`src/hdl/assert_macros.svh`:
```
// Assertion macros for the I2C master transaction engine RTL.
`ifndef ASSERT_MACROS_SVH
`define ASSERT_MACROS_SVH
`ifndef SYNTHESIS
`define I2CM_ASSERT(label, clk, rst, prop) \
   label: assert property (@(posedge clk) disable iff (rst) prop) \
   else $error("I2C master assertion failed");
`define I2CM_ASSERT_NORST(label, clk, prop) \
   label: assert property (@(posedge clk) prop) \
   else $error("I2C master assertion failed");
`else
`define I2CM_ASSERT(label, clk, rst, prop)
`define I2CM_ASSERT_NORST(label, clk, prop)
`endif
`endif

```
`src/hdl/i2cm_pkg.sv`:
```
// Types and constants shared by the I2C master transaction engine.
package i2cm_pkg;

   localparam int unsigned MaxTransfer = 256;
   localparam int unsigned CountWidth  = 9;
   localparam logic [8:0]  ShortDefault = 9'd16;
   localparam logic [3:0]  RetryReset   = 4'd5;

   typedef enum logic [1:0] {
      CMD_BEGIN      = 2'd0,
      CMD_WRITE_BYTE = 2'd1,
      CMD_TICK       = 2'd2
   } cmd_type;

   typedef struct packed {
      logic [1:0] command;
      logic [7:0] slave_byte;
      logic [7:0] sub_byte;
      logic       use_sub;
      logic       read_mode;
      logic [3:0] count_nibble;
      logic       long_count;
      logic [7:0] long_length;
      logic [7:0] data_byte;
      logic       scl_sense;
      logic       sda_sense;
   } req_type;

   typedef struct packed {
      logic       scl_drive;
      logic       sda_drive;
      logic [7:0] rx_byte;
      logic       rx_valid;
      logic       byte_request;
      logic       busy_res;
      logic       done_res;
      logic       success;
   } rsp_type;

endpackage

```
`src/hdl/i2cm_req_reg.sv`:
```
// Input register that holds one request transaction until the core takes it.
module i2cm_req_reg (
   input  logic              clock,
   input  logic              reset,
   input  logic              req_valid,
   input  i2cm_pkg::req_type req_item,
   input  logic              advance,
   output logic              req_stall,
   output logic              item_valid,
   output i2cm_pkg::req_type item
);

   logic              valid_ff;
   logic              valid_in;
   i2cm_pkg::req_type item_ff;
   logic              accept;

   assign req_stall = valid_ff & ~advance;
   assign accept    = req_valid & ~req_stall;

   always_comb begin
      valid_in = valid_ff;
      if (accept) begin
         valid_in = 1'b1;
      end else if (advance) begin
         valid_in = 1'b0;
      end
   end

   always_ff @(posedge clock) begin
      if (reset) begin
         valid_ff <= 1'b0;
      end else begin
         valid_ff <= valid_in;
      end
      if (accept) begin
         item_ff <= req_item;
      end
   end

   assign item_valid = valid_ff;
   assign item       = item_ff;

endmodule

```
`src/hdl/i2cm_core.sv`:
```
// Bus sequencer: one step of the I2C transaction state machine per transaction.
`include "assert_macros.svh"
module i2cm_core (
   input  logic              clock,
   input  logic              reset,
   input  logic              fire,
   input  i2cm_pkg::req_type item,
   input  logic              csr_write,
   input  logic [3:0]        csr_data,
   output i2cm_pkg::rsp_type result
);

   typedef enum logic [4:0] {
      PH_IDLE      = 5'd0,
      PH_START_A   = 5'd1,
      PH_START_B   = 5'd2,
      PH_TX_LOW    = 5'd3,
      PH_TX_HIGH   = 5'd4,
      PH_ACK_LOW   = 5'd5,
      PH_ACK_HIGH  = 5'd6,
      PH_WAIT      = 5'd7,
      PH_RX_LOW    = 5'd8,
      PH_RX_HIGH   = 5'd9,
      PH_MACK_LOW  = 5'd10,
      PH_MACK_HIGH = 5'd11,
      PH_STOP_A    = 5'd12,
      PH_STOP_B    = 5'd13,
      PH_STOP_C    = 5'd14
   } phase_type;

   typedef enum logic [1:0] {
      STG_SLAVE = 2'd0,
      STG_SUB   = 2'd1,
      STG_DATA  = 2'd2
   } stage_type;

   localparam int unsigned CW = i2cm_pkg::CountWidth;

   phase_type     phase_ff, phase_in;
   logic [3:0]    bit_index_ff, bit_index_in;
   logic [7:0]    shift_ff, shift_in;
   logic [CW-1:0] bytes_left_ff, bytes_left_in;
   logic [CW-1:0] total_ff, total_in;
   logic [3:0]    attempts_ff, attempts_in;
   logic [7:0]    slave_ff, slave_in;
   logic [7:0]    sub_ff, sub_in;
   logic          use_sub_ff, use_sub_in;
   logic          read_mode_ff, read_mode_in;
   stage_type     stage_ff, stage_in;
   logic          ok_ff, ok_in;
   logic          scl_ff, scl_in;
   logic          sda_ff, sda_in;
   logic [3:0]    retry_ff, retry_in;

   logic [CW-1:0] n_long;
   logic [CW-1:0] n_short;
   logic [3:0]    bit_next;
   logic [CW-1:0] bytes_dec;
   logic [7:0]    rx_shift;
   logic [7:0]    rx_byte;
   logic          rx_valid;
   logic          done;
   logic          success;

   assign bit_next  = bit_index_ff + 4'd1;
   assign bytes_dec = bytes_left_ff - CW'(1);
   assign rx_shift  = {shift_ff[6:0], item.sda_sense};

   always_comb begin
      n_long = (item.long_length == 8'd0) ? CW'(i2cm_pkg::MaxTransfer)
                                          : CW'(item.long_length);
      if (n_long > CW'(i2cm_pkg::MaxTransfer)) begin
         n_long = CW'(i2cm_pkg::MaxTransfer);
      end
      n_short = (item.count_nibble == 4'd0) ? CW'(i2cm_pkg::ShortDefault)
                                            : CW'(item.count_nibble);
   end

   always_comb begin
      phase_in      = phase_ff;
      bit_index_in  = bit_index_ff;
      shift_in      = shift_ff;
      bytes_left_in = bytes_left_ff;
      total_in      = total_ff;
      attempts_in   = attempts_ff;
      slave_in      = slave_ff;
      sub_in        = sub_ff;
      use_sub_in    = use_sub_ff;
      read_mode_in  = read_mode_ff;
      stage_in      = stage_ff;
      ok_in         = ok_ff;
      scl_in        = scl_ff;
      sda_in        = sda_ff;
      retry_in      = csr_write ? csr_data : retry_ff;
      rx_byte       = 8'd0;
      rx_valid      = 1'b0;
      done          = 1'b0;
      success       = 1'b0;
      if (fire) begin
         case (i2cm_pkg::cmd_type'(item.command))
            i2cm_pkg::CMD_BEGIN: begin
               if (phase_ff == PH_IDLE) begin
                  slave_in      = item.slave_byte;
                  sub_in        = item.sub_byte;
                  use_sub_in    = item.use_sub;
                  read_mode_in  = item.read_mode;
                  total_in      = item.long_count ? n_long : n_short;
                  bytes_left_in = item.long_count ? n_long : n_short;
                  attempts_in   = retry_ff;
                  ok_in         = 1'b0;
                  phase_in      = PH_START_A;
               end
            end
            i2cm_pkg::CMD_WRITE_BYTE: begin
               if (phase_ff == PH_WAIT) begin
                  shift_in     = item.data_byte;
                  bit_index_in = 4'd0;
                  stage_in     = STG_DATA;
                  phase_in     = PH_TX_LOW;
               end
            end
            i2cm_pkg::CMD_TICK: begin
               case (phase_ff)
                  PH_IDLE: begin
                  end
                  PH_START_A: begin
                     scl_in = 1'b1;
                     sda_in = 1'b1;
                     if (!item.scl_sense) begin
                        ok_in    = 1'b0;
                        phase_in = PH_STOP_A;
                     end else begin
                        phase_in = PH_START_B;
                     end
                  end
                  PH_START_B: begin
                     scl_in       = 1'b1;
                     sda_in       = 1'b0;
                     shift_in     = slave_ff;
                     bit_index_in = 4'd0;
                     stage_in     = STG_SLAVE;
                     phase_in     = PH_TX_LOW;
                  end
                  PH_TX_LOW: begin
                     scl_in   = 1'b0;
                     sda_in   = shift_ff[7];
                     phase_in = PH_TX_HIGH;
                  end
                  PH_TX_HIGH: begin
                     scl_in = 1'b1;
                     if (!item.scl_sense) begin
                        ok_in    = 1'b0;
                        phase_in = PH_STOP_A;
                     end else begin
                        shift_in     = {shift_ff[6:0], 1'b0};
                        bit_index_in = bit_next;
                        phase_in     = bit_next[3] ? PH_ACK_LOW : PH_TX_LOW;
                     end
                  end
                  PH_ACK_LOW: begin
                     scl_in   = 1'b0;
                     sda_in   = 1'b1;
                     phase_in = PH_ACK_HIGH;
                  end
                  PH_ACK_HIGH: begin
                     scl_in = 1'b1;
                     sda_in = 1'b1;
                     if (!item.scl_sense || item.sda_sense) begin
                        ok_in    = 1'b0;
                        phase_in = PH_STOP_A;
                     end else if (stage_ff == STG_SLAVE && use_sub_ff) begin
                        shift_in     = sub_ff;
                        bit_index_in = 4'd0;
                        stage_in     = STG_SUB;
                        phase_in     = PH_TX_LOW;
                     end else if (stage_ff == STG_SLAVE || stage_ff == STG_SUB) begin
                        if (read_mode_ff) begin
                           shift_in     = 8'd0;
                           bit_index_in = 4'd0;
                           phase_in     = PH_RX_LOW;
                        end else begin
                           phase_in = PH_WAIT;
                        end
                     end else begin
                        bytes_left_in = bytes_dec;
                        if (bytes_dec == '0) begin
                           ok_in    = 1'b1;
                           phase_in = PH_STOP_A;
                        end else begin
                           phase_in = PH_WAIT;
                        end
                     end
                  end
                  PH_WAIT: begin
                     scl_in = 1'b0;
                  end
                  PH_RX_LOW: begin
                     scl_in   = 1'b0;
                     sda_in   = 1'b1;
                     phase_in = PH_RX_HIGH;
                  end
                  PH_RX_HIGH: begin
                     scl_in       = 1'b1;
                     sda_in       = 1'b1;
                     shift_in     = rx_shift;
                     bit_index_in = bit_next;
                     if (bit_next[3]) begin
                        rx_byte  = rx_shift;
                        rx_valid = 1'b1;
                        phase_in = PH_MACK_LOW;
                     end else begin
                        phase_in = PH_RX_LOW;
                     end
                  end
                  PH_MACK_LOW: begin
                     scl_in   = 1'b0;
                     sda_in   = (bytes_left_ff == CW'(1));
                     phase_in = PH_MACK_HIGH;
                  end
                  PH_MACK_HIGH: begin
                     scl_in        = 1'b1;
                     bytes_left_in = bytes_dec;
                     if (bytes_dec == '0) begin
                        ok_in    = 1'b1;
                        phase_in = PH_STOP_A;
                     end else begin
                        shift_in     = 8'd0;
                        bit_index_in = 4'd0;
                        phase_in     = PH_RX_LOW;
                     end
                  end
                  PH_STOP_A: begin
                     scl_in   = 1'b0;
                     sda_in   = 1'b0;
                     phase_in = PH_STOP_B;
                  end
                  PH_STOP_B: begin
                     scl_in   = 1'b1;
                     sda_in   = 1'b0;
                     phase_in = PH_STOP_C;
                  end
                  PH_STOP_C: begin
                     scl_in = 1'b1;
                     sda_in = 1'b1;
                     if (ok_ff) begin
                        done     = 1'b1;
                        success  = 1'b1;
                        phase_in = PH_IDLE;
                     end else if (attempts_ff != 4'd0) begin
                        attempts_in   = attempts_ff - 4'd1;
                        bytes_left_in = total_ff;
                        ok_in         = 1'b0;
                        phase_in      = PH_START_A;
                     end else begin
                        done     = 1'b1;
                        phase_in = PH_IDLE;
                     end
                  end
                  default: begin
                     phase_in = PH_IDLE;
                  end
               endcase
            end
            default: begin
            end
         endcase
      end
   end

   always_comb begin
      result.scl_drive    = scl_in;
      result.sda_drive    = sda_in;
      result.rx_byte      = rx_byte;
      result.rx_valid     = rx_valid;
      result.byte_request = (phase_in == PH_WAIT);
      result.busy_res     = (phase_in != PH_IDLE);
      result.done_res     = done;
      result.success      = success;
   end

   always_ff @(posedge clock) begin
      if (reset) begin
         phase_ff      <= PH_IDLE;
         bit_index_ff  <= 4'd0;
         shift_ff      <= 8'd0;
         bytes_left_ff <= '0;
         total_ff      <= '0;
         attempts_ff   <= 4'd0;
         slave_ff      <= 8'd0;
         sub_ff        <= 8'd0;
         use_sub_ff    <= 1'b0;
         read_mode_ff  <= 1'b0;
         stage_ff      <= STG_SLAVE;
         ok_ff         <= 1'b0;
         scl_ff        <= 1'b1;
         sda_ff        <= 1'b1;
         retry_ff      <= i2cm_pkg::RetryReset;
      end else begin
         phase_ff      <= phase_in;
         bit_index_ff  <= bit_index_in;
         shift_ff      <= shift_in;
         bytes_left_ff <= bytes_left_in;
         total_ff      <= total_in;
         attempts_ff   <= attempts_in;
         slave_ff      <= slave_in;
         sub_ff        <= sub_in;
         use_sub_ff    <= use_sub_in;
         read_mode_ff  <= read_mode_in;
         stage_ff      <= stage_in;
         ok_ff         <= ok_in;
         scl_ff        <= scl_in;
         sda_ff        <= sda_in;
         retry_ff      <= retry_in;
      end
   end

   `I2CM_ASSERT(a_wait_only_on_write, clock, reset, (phase_ff == PH_WAIT) |-> !read_mode_ff)
   `I2CM_ASSERT(a_success_drained, clock, reset, (phase_ff == PH_STOP_C && ok_ff) |-> (bytes_left_ff == '0))
   `I2CM_ASSERT(a_done_to_idle, clock, reset, (fire && done) |=> (phase_ff == PH_IDLE))

endmodule

```
`src/hdl/i2cm_rsp_reg.sv`:
```
// Output register that holds one response transaction until it is taken.
module i2cm_rsp_reg (
   input  logic              clock,
   input  logic              reset,
   input  logic              in_valid,
   input  i2cm_pkg::rsp_type in_item,
   input  logic              rsp_stall,
   output logic              in_ready,
   output logic              rsp_valid,
   output i2cm_pkg::rsp_type rsp_item
);

   logic              valid_ff;
   logic              valid_in;
   i2cm_pkg::rsp_type item_ff;
   logic              load;

   assign in_ready = ~valid_ff | ~rsp_stall;
   assign load     = in_valid & in_ready;

   always_comb begin
      valid_in = valid_ff;
      if (load) begin
         valid_in = 1'b1;
      end else if (!rsp_stall) begin
         valid_in = 1'b0;
      end
   end

   always_ff @(posedge clock) begin
      if (reset) begin
         valid_ff <= 1'b0;
      end else begin
         valid_ff <= valid_in;
      end
      if (load) begin
         item_ff <= in_item;
      end
   end

   assign rsp_valid = valid_ff;
   assign rsp_item  = item_ff;

endmodule

```
`src/hdl/i2c_master_transaction_engine.sv`:
```
// A request transaction is registered in the input register and its response in the output register.
// Throughput: one transaction per cycle while rsp_stall is low; one bus step of the sequencer per transaction.
// The input register and the output register each hold one transaction.
// Reset is synchronous and active high: idle, both lines released, retry_count 5.
// The configuration port is ready whenever no request transaction is held.
// Top level of the I2C master transaction engine.
module i2c_master_transaction_engine (
   input  logic       clock,
   input  logic       reset,
   input  logic       req_valid,
   output logic       req_stall,
   input  logic [1:0] req_command,
   input  logic [7:0] req_slave_byte,
   input  logic [7:0] req_sub_byte,
   input  logic       req_use_sub,
   input  logic       req_read_mode,
   input  logic [3:0] req_count_nibble,
   input  logic       req_long_count,
   input  logic [7:0] req_long_length,
   input  logic [7:0] req_data_byte,
   input  logic       req_scl_sense,
   input  logic       req_sda_sense,
   output logic       rsp_valid,
   input  logic       rsp_stall,
   output logic       rsp_scl_drive,
   output logic       rsp_sda_drive,
   output logic [7:0] rsp_rx_byte,
   output logic       rsp_rx_valid,
   output logic       rsp_byte_request,
   output logic       rsp_busy_res,
   output logic       rsp_done_res,
   output logic       rsp_success,
   input  logic       csr_valid,
   output logic       csr_ready,
   input  logic [3:0] csr_retry_count
);

   i2cm_pkg::req_type req_item;
   i2cm_pkg::req_type item;
   i2cm_pkg::rsp_type result;
   i2cm_pkg::rsp_type rsp_item;
   logic              item_valid;
   logic              advance;
   logic              out_ready;

   always_comb begin
      req_item.command      = req_command;
      req_item.slave_byte   = req_slave_byte;
      req_item.sub_byte     = req_sub_byte;
      req_item.use_sub      = req_use_sub;
      req_item.read_mode    = req_read_mode;
      req_item.count_nibble = req_count_nibble;
      req_item.long_count   = req_long_count;
      req_item.long_length  = req_long_length;
      req_item.data_byte    = req_data_byte;
      req_item.scl_sense    = req_scl_sense;
      req_item.sda_sense    = req_sda_sense;
   end

   assign advance   = item_valid & out_ready;
   assign csr_ready = ~item_valid;

   i2cm_req_reg u_req_reg (
      .clock      (clock),
      .reset      (reset),
      .req_valid  (req_valid),
      .req_item   (req_item),
      .advance    (advance),
      .req_stall  (req_stall),
      .item_valid (item_valid),
      .item       (item)
   );

   i2cm_core u_core (
      .clock     (clock),
      .reset     (reset),
      .fire      (advance),
      .item      (item),
      .csr_write (csr_valid & csr_ready),
      .csr_data  (csr_retry_count),
      .result    (result)
   );

   i2cm_rsp_reg u_rsp_reg (
      .clock     (clock),
      .reset     (reset),
      .in_valid  (item_valid),
      .in_item   (result),
      .rsp_stall (rsp_stall),
      .in_ready  (out_ready),
      .rsp_valid (rsp_valid),
      .rsp_item  (rsp_item)
   );

   assign rsp_scl_drive    = rsp_item.scl_drive;
   assign rsp_sda_drive    = rsp_item.sda_drive;
   assign rsp_rx_byte      = rsp_item.rx_byte;
   assign rsp_rx_valid     = rsp_item.rx_valid;
   assign rsp_byte_request = rsp_item.byte_request;
   assign rsp_busy_res     = rsp_item.busy_res;
   assign rsp_done_res     = rsp_item.done_res;
   assign rsp_success      = rsp_item.success;

endmodule

```
`config.mk`:
```
export PLATFORM = sky130hd
export DESIGN_NAME = i2c_master_transaction_engine
export DESIGN_NICKNAME = d
export VERILOG_FILES = /design/src/hdl/i2cm_pkg.sv /design/src/hdl/i2cm_req_reg.sv /design/src/hdl/i2cm_core.sv /design/src/hdl/i2cm_rsp_reg.sv /design/src/hdl/i2c_master_transaction_engine.sv
export VERILOG_INCLUDE_DIRS = /design/src /design/src/hdl
export SDC_FILE = /design/constraint.sdc
export NUM_CORES = 1
export LEC_CHECK = 0
export BUFFER_PORTS_ARGS = -buffer_cell sky130_fd_sc_hd__clkbuf_2
export CAP_MARGIN = 30
export CELL_PAD_IN_SITES_DETAIL_PLACEMENT = 1
export CELL_PAD_IN_SITES_GLOBAL_PLACEMENT = 1
export CORE_AREA = 2 2 98 138
export DETAILED_ROUTE_END_ITERATION = 10
export DIE_AREA = 0 0 100 140
export GPL_ROUTABILITY_DRIVEN = 0
export GPL_TIMING_DRIVEN = 0
export PLACE_DENSITY_LB_ADDON = 0.25
export REMOVE_ABC_BUFFERS = 1
export SETUP_SLACK_MARGIN = 0.05
export SKIP_CTS_REPAIR_TIMING = 1
export SLEW_MARGIN = 20
export SYNTH_ARGS = -nofsm -noshare
export SYNTH_HDL_FRONTEND = slang
export SYNTH_HIERARCHICAL = 1
export SYNTH_SLANG_ARGS = --single-unit
```
`constraint.sdc`:
```
create_clock -name clock -period 5.9 [get_ports clock]
set_input_delay 0.295 -clock clock [delete_from_list [all_inputs] [get_ports clock]]
set_output_delay 0.295 -clock clock [all_outputs]
set_load 0.005 [all_outputs]
```
After elaboration in Yosys (flattened, before gate mapping)
Index checks and enable logic that the tools add are counted.
Word-level totals
  bits of input ports: 52
  flip-flop bits (word level): 126
Cells by class
  equality and inequality tests: 42
  bitwise gates (word level): 10
  multiplexer cells: 79
  magnitude comparators: 1
  add/subtract/negate cells: 3
  reduce and logical (&&, ||, !) cells: 30
Operators by type and width (count)
  $mux W9: 9
  $pmux W5 S14: 1
  $mux W4: 14
  $mux W8: 7
  $mux W5: 9
  $pmux W8 S5: 1
  $eq A5 B4 Y1 const B: 7
  $pmux W9 S3: 1
  $eq A5 B3 Y1 const B: 5
  $ne A3 B3 Y1 const B: 8
  $pmux W4 S5: 1
  $mux W1: 19
  $pmux W9 S2: 1
  $reduce_and A9 Y1: 2
  $pmux W4 S2: 2
  $pmux W8 S2: 1
  $pmux W5 S3: 1
  $ne A4 B3 Y1 const B: 3
  $reduce_and A6 Y1: 2
  $reduce_or A6 Y1: 2
  $eq A5 B2 Y1 const B: 2
  $ne A2 B1 Y1 const B: 5
  $eq A9 B1 Y1 const B: 1
  $gt A9 B9 Y1 const B: 1
  36 further kinds: 60

Logic depth before layout (Yosys ltp)
Gate-level depths: netlist of the first run.
  word-level depth: 10
  depth in mapped cells: 10
  depth with buffers taken out: 8

By module
Netlist of the first run, hierarchy kept.
By module, submodules not included
  i2cm_core: sequential area each 1321.3 µm², area an instance 4284.1 µm², times used 1, cells each 563
  i2cm_req_reg: sequential area each 1311.3 µm², area an instance 1341.3 µm², times used 1, cells each 47
  i2cm_rsp_reg: sequential area each 470.5 µm², area an instance 489.2 µm², times used 1, cells each 20
  i2c_master_transaction_engine: sequential area each 0.0 µm², area an instance 16.3 µm², times used 1, cells each 3

Worst setup path before layout of the first run
OpenSTA, ideal clock, no wires.
  kind: register to register
  start point: register u_req_reg.valid_ff, in the netlist u_req_reg/item_valid
  end point: register u_req_reg.item_ff, in the netlist u_req_reg/item[0], enable pin
  slack: 2908 ps
  data required time: 5452 ps
  clock period less this slack: 2992 ps
  cell stages (with the launch flop): 4
  path buffers: 0
  library setup time: 448 ps
  data arrival time: 2544 ps
  path through: dfxtp_1 and2_1 nor2b_4 nor2b_1
On the way
  cells in the longest elaborated chain, start to end: 5
RTL lines
  start: declaration: RTL line i2cm_req_reg.sv:13  | logic valid_ff;
  start signal: assignment: RTL line i2cm_req_reg.sv:34  | valid_ff <= valid_in;
  $and A1 B1 Y1: RTL line i2c_master_transaction_engine.sv:60  | assign advance = item_valid & out_ready;
  net advance: RTL line i2c_master_transaction_engine.sv:43  | logic advance;
  $not A1 Y1: RTL line i2cm_req_reg.sv:18  | assign req_stall = valid_ff & ~advance;
  $and A1 B1 Y1: RTL line i2cm_req_reg.sv:18
  net req_stall: RTL line i2c_master_transaction_engine.sv:11  | output logic req_stall,
  $not A1 Y1: RTL line i2cm_req_reg.sv:19  | assign accept = req_valid & ~req_stall;
  $and A1 B1 Y1: RTL line i2cm_req_reg.sv:19
  net u_req_reg.accept: RTL line i2cm_req_reg.sv:16  | logic accept;
  end signal: assignment: RTL line i2cm_req_reg.sv:37  | item_ff <= req_item;
  end: declaration: RTL line i2cm_req_reg.sv:15  | i2cm_pkg::req_type item_ff;
The timed path passes the listed nets, and every way through them passes these cells.
A chain may end at the register's enable or synchronous reset.

Final worst setup path of the first run
  start point: register u_req_reg.item_ff, in the netlist u_req_reg/item[41]
  end point: register u_core.bytes_left_ff[2]
On the way
  cells in the longest elaborated chain, start to end: 3
  elaborated cells between the ends (all ways): 12
  those cells by class: eq/ne: 8; mux: 1; reduce/logical: 3
RTL lines
  $eq A2 B2 Y1 or $logic_not A2 Y1 (tied branches): RTL line i2cm_core.sv:100  | case (i2cm_pkg::cmd_type'(item.command))
  $ne A4 B3 Y1 (no source line) (tied with other cells)
  $reduce_and A9 Y1 (no source line)
  end signal: assignment: RTL line i2cm_core.sv:302  | bytes_left_ff <= bytes_left_in;
  end: declaration: RTL line i2cm_core.sv:42  | logic [CW-1:0] bytes_left_ff, bytes_left_in;
Parallel ways exist; a longest one is shown, timed or not.

==> flow_metrics.py, run 1 <==
metrics = {
    "status": {
        "status": "completed",
    },
    "floorplanning": {
        "die_x_um": 100,
        "die_y_um": 140,
        "ios": 70,
        "start_util": 0.4808,
        "rows": 49,
        "die-area_um2": 14000,
        "core-area_um2": 12750,
    },
    "timing": {
        "slew_headroom": 0.3926,
        "fin_crit_sh": 0.5444,
        "rsz0062_at_grt": "no",
        "skew_ns": 0.008662,
        "hold_viol": 0,
        "tns_ns": 0,
        "period_needed_ns": 3.212,
        "setup_violations": 0,
        "worstMarginPinSlew_ns": 0.9099,
        "fmax_mhz": 311.3,
        "slew_viol_final": 0,
    },
    "detailed_routing": {
        "met2_length_um": 8665,
        "dr_wl_met3_um": 759,
        "met1_length_um": 6941,
        "drt_first_pass_iters": 5,
        "avgViaCountPerCell": 6.046,
        "highest_layer": "met4",
        "drc": 0,
        "routed_wl_um": 17060,
        "ant_nets": 0,
        "wire_per_inst_um": 20.26,
        "dr_total_vias": 5091,
        "drt-initial-drc-count": 268,
    },
    "finish": {
        "syn_to_final_growth_pct": 15.37,
        "multiInputGateArea_um2": 2724,
        "final_cell_mix": "nand2_1, clkbuf_2, dfxtp_1",
        "final_area_um2": 7073,
        "fill_cells": 1450,
        "regArea_um2": 3103,
        "nNetsFinal": 736,
        "drive_gt1_frac": 0.1901,
        "mostFrequentLayoutCell": "nand2_1",
        "diodes": 0,
    },
    "critical_path": {
        "crit_required_ns": 6.21,
        "r2r_setup_slack_ns": 2.69,
        "path_cells": "inv_1 > ha_2 > buf_12 > clkinv_1 > nor2_1 > o21ai_1 > a311oi_2 > buf_4 > nor2_1 > a211oi_1",
        "cp_common_cell": "nor2_1",
        "cp-start-kind": "flop",
        "max_stage_delay_ns": 0.48,
        "reg2reg_depth": 10,
        "crit_type": "reg2reg",
        "arrival_ns": 3.52,
        "slowest_stage": "clkinv_1",
        "cp-end-kind": "flop",
        "critPathMaxFanout": 33,
    },
    "worst_hold_path": {
        "hp-class": "in2reg",
        "holdPathStages": 1,
    },
    "power": {
        "p_switching_w": 0.0005817,
        "power_density_nw_per_um2": 308.8,
        "power_frac_clock": 0.457,
        "p_comb_frac": 0.091,
        "internal_power_w": 0.001602,
        "switching_share": 0.2664,
        "leakagePower_nw": 2.660,
        "seqPwrFrac": 0.452,
        "ir_drop_uv": 193.2,
    },
    "place": {
        "portBuffers": 69,
        "dp_hpwl_um": 10990,
        "place_area_um2": 6492,
    },
    "clocking": {
        "clk_root_buffer_cell": "clkbuf_16",
        "h-tree-depth": 4,
        "clock_sinks": 126,
        "numCtsBuffers": 17,
        "cts_tree": "built",
        "clk_pin_slew_worst_paths_ns": 0.06,
        "clockBufferDepth": 2,
        "worstSkewPairLatency_ns": 0.42,
    },
    "yosys": {
        "syn_area_per_cell_um2": 9.685,
        "synth_seq_area_share": 0.5061,
        "syn_area_um2": 6131,
        "yosys_register_bits": 126,
        "synth_edf_count": 58,
        "yosys.cell_types.count": 76,
        "yosysWarnings": 6,
        "ys.flop_type": "dfxtp_1",
        "syn_inst": 633,
        "synth_async_sr_flop_share": 0,
    },
    "global_routing": {
        "grt_max_degree": 62,
        "antenna_found_initial": 0,
        "grt.total_usage": 0.2506,
        "grt_pass1_wl_um": 27290,
        "grt_overflow": 0,
        "grt_pass1_vias": 5286,
    },
    "flow_run": {
        "cap_violations": 0,
    },
}
cells by family (layout without fill, tap and decap cells):
family	count (synthesis)	after routing	synth area share
flops	126	126	0.5061
xor+xnor	8	8	0.01143
fa+ha+maj	8	8	0.01633
mux	20	20	0.03326
simple gates	258	258	0.2151
buf+inv	70	126	0.05143
compound gates	143	143	0.1663
worst max-delay path: cells and delay by family (launching register included):
kind                     cells  cell delay (ns)
flip-flops                   1             0.42
AO/OA/AOI/OAI                3             0.83
AND/OR/NAND/NOR              2             0.38
adder cells (fa/ha/maj)      1             0.33
buffers and inverters        4             1.12
Yosys cell counts (all sizes together) (3+ instances only):
cell / instances / area, um^2
a211oi: 16 / 125.1
a21oi: 42 / 217.7
a221o: 3 / 30.03
a22oi: 4 / 30.03
a311o: 8 / 80.08
a311oi: 3 / 32.53
a31oi: 13 / 81.33
and2: 11 / 68.82
and3: 5 / 32.53
buf: 27 / 153.9
clkbuf: 22 / 82.58
dfxtp: 68 / 1361
edfxtp: 58 / 1742
ha: 8 / 100.1
inv: 20 / 75.07
mux2: 3 / 33.78
mux2i: 17 / 170.2
nand2: 83 / 311.6
nand2b: 10 / 62.56
nand3: 13 / 65.06
nand3b: 4 / 30.03
nand4: 7 / 58.81
nor2: 62 / 232.7
nor2b: 20 / 132.6
nor3: 12 / 71.32
nor3b: 6 / 45.04
nor4: 6 / 43.79
o2111ai: 3 / 26.28
o211a: 3 / 30.03
o211ai: 11 / 82.58
o21ai: 13 / 68.82
o21bai: 4 / 30.03
or2: 3 / 18.77
or3: 3 / 18.77
or3b: 4 / 35.04
xnor2: 4 / 35.03
xor2: 4 / 35.03
routing by layer:
layer / up-vias / GRT usage
li1: 2375 / -
met1: 2464 / 0.3016
met2: 186 / 0.4228
met3: 66 / 0.04840
met4: 0 / 0.1283
met5: - / 0
power groups by stage:
| stage | combinational, W | clock (W) | sequential, W |
|---|---|---|---|
| detailed placement | 0.000193 | 0 | 0.00101 |
| CTS | 0.000197 | 0.00101 | 0.000988 |
| global placement | 0.000178 | 0 | 0.00101 |
| floorplan | 0.000117 | 0 | 0.000999 |
| global route | 0.000218 | 0.00105 | 0.000991 |
| finish | 0.000199 | 0.000998 | 0.000987 |
final timing paths:
path                                         start                       to
worst max register to register  u_req_reg/item[41]  u_core/bytes_left_ff[2]
worst min register to register  u_core/total_ff[7]       u_core/total_ff[7]
worst min-delay path             req_slave_byte[3]       u_req_reg/item[36]
worst max-delay path            u_req_reg/item[41]  u_core/bytes_left_ff[2]
sequential cells by signal, indices dropped and copies added (netlist names), 2 cells and up:
register,count
u_core/bytes_left_ff,9
u_core/slave_ff,8
u_core/attempts_ff,4
u_req_reg/item,43
u_core/phase_ff,5
u_core/sub_ff,8
u_core/retry_ff,4
u_rsp_reg/rsp_item,15
u_core/total_ff,9
u_core/stage_ff,2
u_core/shift_ff,8
u_core/bit_index_ff,4
metrics by stage:
step | hold slack (ns) | worst slack, ns | utilization | std cells | power, W
after global placement | 0.4394 | 1.284 | 0.5043 | 806 | 0.001184
after global routing | 0.02997 | 2.385 | 0.5547 | 842 | 0.002263
after detailed placement | 0.4477 | 2.749 | 0.5091 | 809 | 0.001200
after floorplan | 0.3641 | 2.570 | - | 584 | 0.001116
after CTS | 0.03893 | 2.715 | 0.5535 | 841 | 0.002199
final | 0.04747 | 2.688 | 0.5547 | 842 | 0.002184
layout make-up:
class	instances	area share
sequential	126	0.4387
multi-input combinational	437	0.3851
clock buffer	18	0.06209
timing repair buffer	73	0.05802
tap	153	0.02707
clock inverter	14	0.01787
inverter	21	0.01114
No activity file was read; power rests on OpenSTA's default activity.
==> inputs of run 2 (changes only) <==
--- a/config.mk
+++ b/config.mk
@@ -10,9 +10,9 @@
 export CAP_MARGIN = 30
 export CELL_PAD_IN_SITES_DETAIL_PLACEMENT = 1
 export CELL_PAD_IN_SITES_GLOBAL_PLACEMENT = 1
-export CORE_AREA = 2 2 98 138
+export CORE_AREA = 2 2 102 144
 export DETAILED_ROUTE_END_ITERATION = 10
-export DIE_AREA = 0 0 100 140
+export DIE_AREA = 0 0 104 146
 export GPL_ROUTABILITY_DRIVEN = 0
 export GPL_TIMING_DRIVEN = 0
 export PLACE_DENSITY_LB_ADDON = 0.25
==> constraint.sdc (replaced) <==
create_clock -name clock -period 3.22 [get_ports clock]
set_input_delay 0.161 -clock clock [delete_from_list [all_inputs] [get_ports clock]]
set_output_delay 0.161 -clock clock [all_outputs]
set_load 0.005 [all_outputs]
==> run 2 against run 1 <==
- the flow now finishes with violations (negative hold slack)
- clock-buffer cell count increased by 4
- final area grew 7.4%
- worst hold slack lost 0.057 ns
- setup slack worse by 2.5 ns
- maximum frequency increased by 5.6%
- critical path depth is 4 lower
- core utilization decreased by 0.35 points
- non-clock buffer count increased by 46
- sequential power up 83%
- critical path type unchanged
- highest routed layer unchanged
==> flow_metrics.py, run 2 (synthesis gave the netlist of run 1 again) <==
metrics = {
    "detailed_routing": {
        "wire_per_inst_um": 18.76,
        "avgViaCountPerCell": 5.665,
        "routed_wl_um": 17260,
        "dr_total_vias": 5212,
        "drt_first_pass_iters": 5,
        "drt-initial-drc-count": 233,
        "drc": 0,
        "ant_nets": 0,
    },
    "timing": {
        "fmax_mhz": 328.9,
        "skew_ns": 0.01672,
        "rsz0062_at_grt": "no",
        "hold_ws_ns": -0.009321,
        "period_needed_ns": 3.041,
        "fin_crit_sh": 0.9443,
        "slew_viol_final": 0,
        "hold_viol": 1,
        "setup_violations": 0,
        "slew_headroom": 0.4117,
        "worstMarginPinSlew_ns": 0.8812,
    },
    "floorplanning": {
        "die-area_um2": 15180,
        "start_util": 0.4448,
        "ios": 70,
        "die_x_um": 104,
        "core-area_um2": 13780,
        "rows": 51,
        "die_y_um": 146,
    },
    "finish": {
        "final_cell_mix": "nand2_1, clkbuf_2, dfxtp_1",
        "final_area_um2": 7596,
        "diodes": 0,
        "fin_cells": 920,
        "syn_to_final_growth_pct": 23.90,
        "fill_cells": 1553,
        "multiInputGateArea_um2": 2734,
        "mostFrequentLayoutCell": "nand2_1",
        "nNetsFinal": 782,
        "drive_gt1_frac": 0.1728,
        "largest_reg_flops": 43,
        "regArea_um2": 3104,
    },
    "power": {
        "switching_share": 0.2415,
        "power_frac_clock": 0.453,
        "p_comb_frac": 0.101,
        "p_switching_w": 0.0009811,
        "internal_power_w": 0.003081,
        "leakagePower_nw": 2.866,
        "seqPwrFrac": 0.446,
        "power_density_nw_per_um2": 534.7,
        "ir_drop_uv": 384.3,
    },
    "flow_run": {
        "cap_violations": 0,
    },
    "global_routing": {
        "grt_max_degree": 62,
        "grt_pass1_wl_um": 26110,
        "grt_pass1_vias": 5244,
        "grt_overflow": 0,
        "antenna_found_initial": 0,
        "grt.total_usage": 0.2168,
    },
    "status": {
        "status": "complete, but fails checks",
        "failed_checks": "negative hold slack",
    },
    "critical_path": {
        "worstReg2RegStart": "u_core/phase_ff[1]",
        "reg2reg_depth": 6,
        "crit_start": "u_core/phase_ff[1]",
        "cp-start-kind": "flop",
        "critPathMaxFanout": 21,
        "arrival_ns": 3.36,
        "crit_required_ns": 3.54,
        "crit_type": "reg2reg",
        "cp-end-kind": "flop",
    },
    "clocking": {
        "clockBufferDepth": 2,
        "h-tree-depth": 4,
        "clock_sinks": 126,
        "cts_tree": "built",
        "clk_pin_slew_worst_paths_ns": 0.06,
        "clk_root_buffer_cell": "clkbuf_16",
        "numCtsBuffers": 17,
        "worstSkewPairLatency_ns": 0.42,
    },
    "place": {
        "place_area_um2": 6554,
        "portBuffers": 69,
        "placed_cells": 842,
        "dp_hpwl_um": 11170,
    },
    "worst_hold_path": {
        "hp-class": "in2reg",
        "holdPathStages": 2,
        "worstHoldStart": "req_valid",
    },
}
-- run 2: cell types whose count changed in the layout (fill, tap and decap cells not counted), moves of 2 or more --
cell and delta:
bufinv_16 +2, inv_6 -2, clkbuf_1 +5, inv_8 -4
clkinv_2 +2, dlygate4sd3_1 +45, clkinvlp_4 -3
-- run 2: area by class of cell --
type,count,share of cell area
tap,185,0.03047
timing repair buffer,119,0.1163
clock inverter,10,0.01532
inverter,21,0.01087
multi-input combinational,437,0.3599
sequential,126,0.4087
clock buffer,22,0.05847
-- run 2: path summary, 6_finish.rpt --
path | endpoint | slack (ns)
worst min-delay path | u_req_reg/item_valid | -0.009
worst min register to register | u_core/slave_ff[6] | 0.46
worst max-delay path | u_core/shift_ff[5] | 0.18
worst max register to register | u_core/shift_ff[5] | 0.18
-- run 2: per-layer routing --
metal,part of all wire,wire length (um),global-route usage
met4,0.034,592,0.1068
met2,0.51,8875,0.3921
met3,0.042,720,0.03359
met5,0,0,0
met1,0.41,7067,0.2469
-- run 2: worst max-delay path, stage by stage (launching register included) --
cell and delay [ns]:
dfxtp_1 0.79, nand3b_1 0.36, o21ai_1 0.41, nand3_1 0.20, a2111oi_2 0.58, a21oi_2 0.31, mux2i_1 0.30
-- run 2: power groups by stage --
stage | logic, W | clock network, W | registers (W)
global route | 0.000449 | 0.00193 | 0.00182
CTS | 0.000357 | 0.00187 | 0.00181
floorplan | 0.000214 | 0 | 0.00183
finish | 0.000410 | 0.00184 | 0.00181
detailed placement | 0.000354 | 0 | 0.00185
global placement | 0.000326 | 0 | 0.00185
-- run 2: per-stage QoR --
stage	util	hold slack (ns)	setup TNS [ns]	setup slack (ns)	power (W)
final	0.5511	-0.009321	0	0.1792	0.004062
after global routing	0.5511	0.007874	0	0.03769	0.004196
after CTS	0.5162	-0.09933	0	0.03506	0.004037
after detailed placement	0.4755	0.3398	0	0.06653	0.002200
after global placement	0.4695	0.3375	-60.57	-1.491	0.002171
after floorplan	-	0.2301	-0.4288	-0.1097	0.002045
==> inputs of run 3 (changes only) <==
--- a/config.mk
+++ b/config.mk
@@ -10,9 +10,9 @@
 export CAP_MARGIN = 30
 export CELL_PAD_IN_SITES_DETAIL_PLACEMENT = 1
 export CELL_PAD_IN_SITES_GLOBAL_PLACEMENT = 1
-export CORE_AREA = 2 2 102 144
+export CORE_AREA = 2 2 124 175
 export DETAILED_ROUTE_END_ITERATION = 10
-export DIE_AREA = 0 0 104 146
+export DIE_AREA = 0 0 126 177
 export GPL_ROUTABILITY_DRIVEN = 0
 export GPL_TIMING_DRIVEN = 0
 export PLACE_DENSITY_LB_ADDON = 0.25
==> run 3 against run 2 <==
- the flow now finishes without violations
- sequential power about the same
- final area grew 2.3%
- core utilization down 18 points
- flip-flop and latch count stayed put
- die area grew 47%
- maximum frequency increased by 1.6%
- critical path type unchanged
- largest power group unchanged
==> flow_metrics.py, run 3 (synthesis gave the netlist of run 1 again) <==
metrics = {
    "timing": {
        "fin_crit_sh": 0.9296,
        "setup_violations": 0,
        "hold_ws_ns": 0.03334,
        "setup_ws_ns": 0.2267,
        "fmax_mhz": 334.1,
        "rsz0062_at_grt": "yes",
        "hold_viol": 0,
        "period_needed_ns": 2.993,
        "worstMarginPinSlew_ns": 0.9124,
        "slew_viol_final": 0,
        "slew_headroom": 0.3909,
        "skew_ns": 0.008245,
    },
    "floorplanning": {
        "ios": 70,
        "start_util": 0.2946,
        "rows": 63,
        "die_y_um": 177,
        "die-area_um2": 22300,
        "die_x_um": 126,
        "core-area_um2": 20810,
    },
    "critical_path": {
        "max_stage_delay_ns": 0.45,
        "slowest_stage": "a311oi_4",
        "cp_common_cell": "nor2_1",
        "cp-end-kind": "flop",
        "crit_type": "reg2reg",
        "critPathMaxFanout": 34,
        "path_cells": "inv_1 > ha_2 > buf_12 > clkinvlp_4 > nor2_1 > o21ai_1 > a311oi_4 > buf_4 > nor2_1 > a211oi_1",
        "cp-start-kind": "flop",
        "crit_required_ns": 3.54,
        "arrival_ns": 3.31,
    },
    "finish": {
        "diodes": 0,
        "mostFrequentLayoutCell": "nand2_1",
        "utilization": 0.3736,
        "drive_gt1_frac": 0.1805,
        "nNetsFinal": 784,
        "fin_cells": 997,
        "syn_to_final_growth_pct": 26.80,
        "final_cell_mix": "nand2_1, clkbuf_2, dfxtp_1",
        "final_area_um2": 7774,
        "largest_reg_flops": 43,
    },
    "clocking": {
        "clockBufferDepth": 2,
        "clk_root_buffer_cell": "clkbuf_16",
        "h-tree-depth": 4,
        "cts_tree": "built",
        "clock_sinks": 126,
        "numCtsBuffers": 17,
        "worstSkewPairLatency_ns": 0.43,
        "clk_pin_slew_worst_paths_ns": 0.06,
    },
    "power": {
        "seqPwrFrac": 0.428,
        "power_density_nw_per_um2": 544.8,
        "switching_share": 0.2393,
        "p_switching_w": 0.001014,
        "leakagePower_nw": 2.911,
        "power_frac_clock": 0.476,
        "p_comb_frac": 0.096,
        "internal_power_w": 0.003222,
        "ir_drop_uv": 339.8,
    },
    "worst_hold_path": {
        "hp-class": "in2reg",
    },
    "global_routing": {
        "grt.total_usage": 0.1543,
        "antenna_found_initial": 0,
        "grt_overflow": 0,
        "grt_pass1_vias": 5047,
        "grt_max_degree": 62,
        "grt_pass1_wl_um": 26900,
    },
    "place": {
        "pre_cts_slack_ns": -0.04830,
        "place_area_um2": 6634,
        "dp_hpwl_um": 11710,
        "placed_cells": 916,
        "portBuffers": 69,
    },
    "detailed_routing": {
        "avgViaCountPerCell": 5.043,
        "drt_first_pass_iters": 4,
        "drc": 0,
        "dr_total_vias": 5028,
        "wire_per_inst_um": 17.16,
        "routed_wl_um": 17110,
        "ant_nets": 0,
        "drt-initial-drc-count": 208,
    },
    "flow_run": {
        "cap_violations": 0,
    },
    "status": {
        "status": "completed",
    },
}
[run 3: cell types whose count changed in the layout (fill, tap and decap cells not counted), moves of 2 or more]
cell / delta
clkbuf_1: -4
clkbuf_16: +2
clkbuf_8: +2
dlygate4sd3_1: +3
inv_4: +2
[run 3: critical path, delay by kind of cell (launching register included)]
| family | cells | cell delay, ns |
|---|---|---|
| flops | 1 | 0.42 |
| simple gates | 2 | 0.29 |
| compound gates | 3 | 0.87 |
| fa+ha+maj | 1 | 0.32 |
| buf+inv | 4 | 0.97 |
[run 3: final timing paths]
check                                        start                      end  slack (ns)  cells after the start
worst max-delay path            u_req_reg/item[41]  u_core/bytes_left_ff[3]        0.23                     10
worst min register to register  u_core/slave_ff[0]       u_core/slave_ff[0]        0.45                      2
worst max register to register  u_req_reg/item[41]  u_core/bytes_left_ff[3]        0.23                     10
worst min-delay path                     rsp_stall      u_rsp_reg/rsp_valid        0.03                      3
[run 3: final cells by class]
type / count / area [um^2]
flip-flops and latches: 126 / 3105
repair buffers: 121 / 898.4
clock buffers: 22 / 506.7
fillers: 2387 / 13040
well taps: 260 / 325.3
inverters: 21 / 82.58
multi-input cells: 437 / 2735
clock inverters: 10 / 120.1
[run 3: metrics by stage]
stage	TNS (ns)	power [W]
2_1_floorplan	-0.4288	0.002045
3_3_place_gp	-70.50	0.002184
3_5_place_dp	-0.04830	0.002206
4_1_cts	-0.06996	0.004255
5_1_grt	0	0.004414
6_report	0	0.004235
[run 3: layer usage]
layer  wire [um]  up-vias  GRT usage
met4         343        0    0.06731
met3         555       25    0.03688
met5           0        -          0
li1            -     2473          -
met1        7617     2429     0.1838
met2        8596      101     0.2643
[run 3: power by group through the flow]
stage,Clock [W],Combinational [W],Sequential [W]
3_3_place_gp,0,0.000335,0.00185
3_5_place_dp,0,0.000358,0.00185
2_1_floorplan,0,0.000214,0.00183
4_1_cts,0.00208,0.000360,0.00181
6_report,0.00202,0.000407,0.00181
5_1_grt,0.00214,0.000451,0.00182
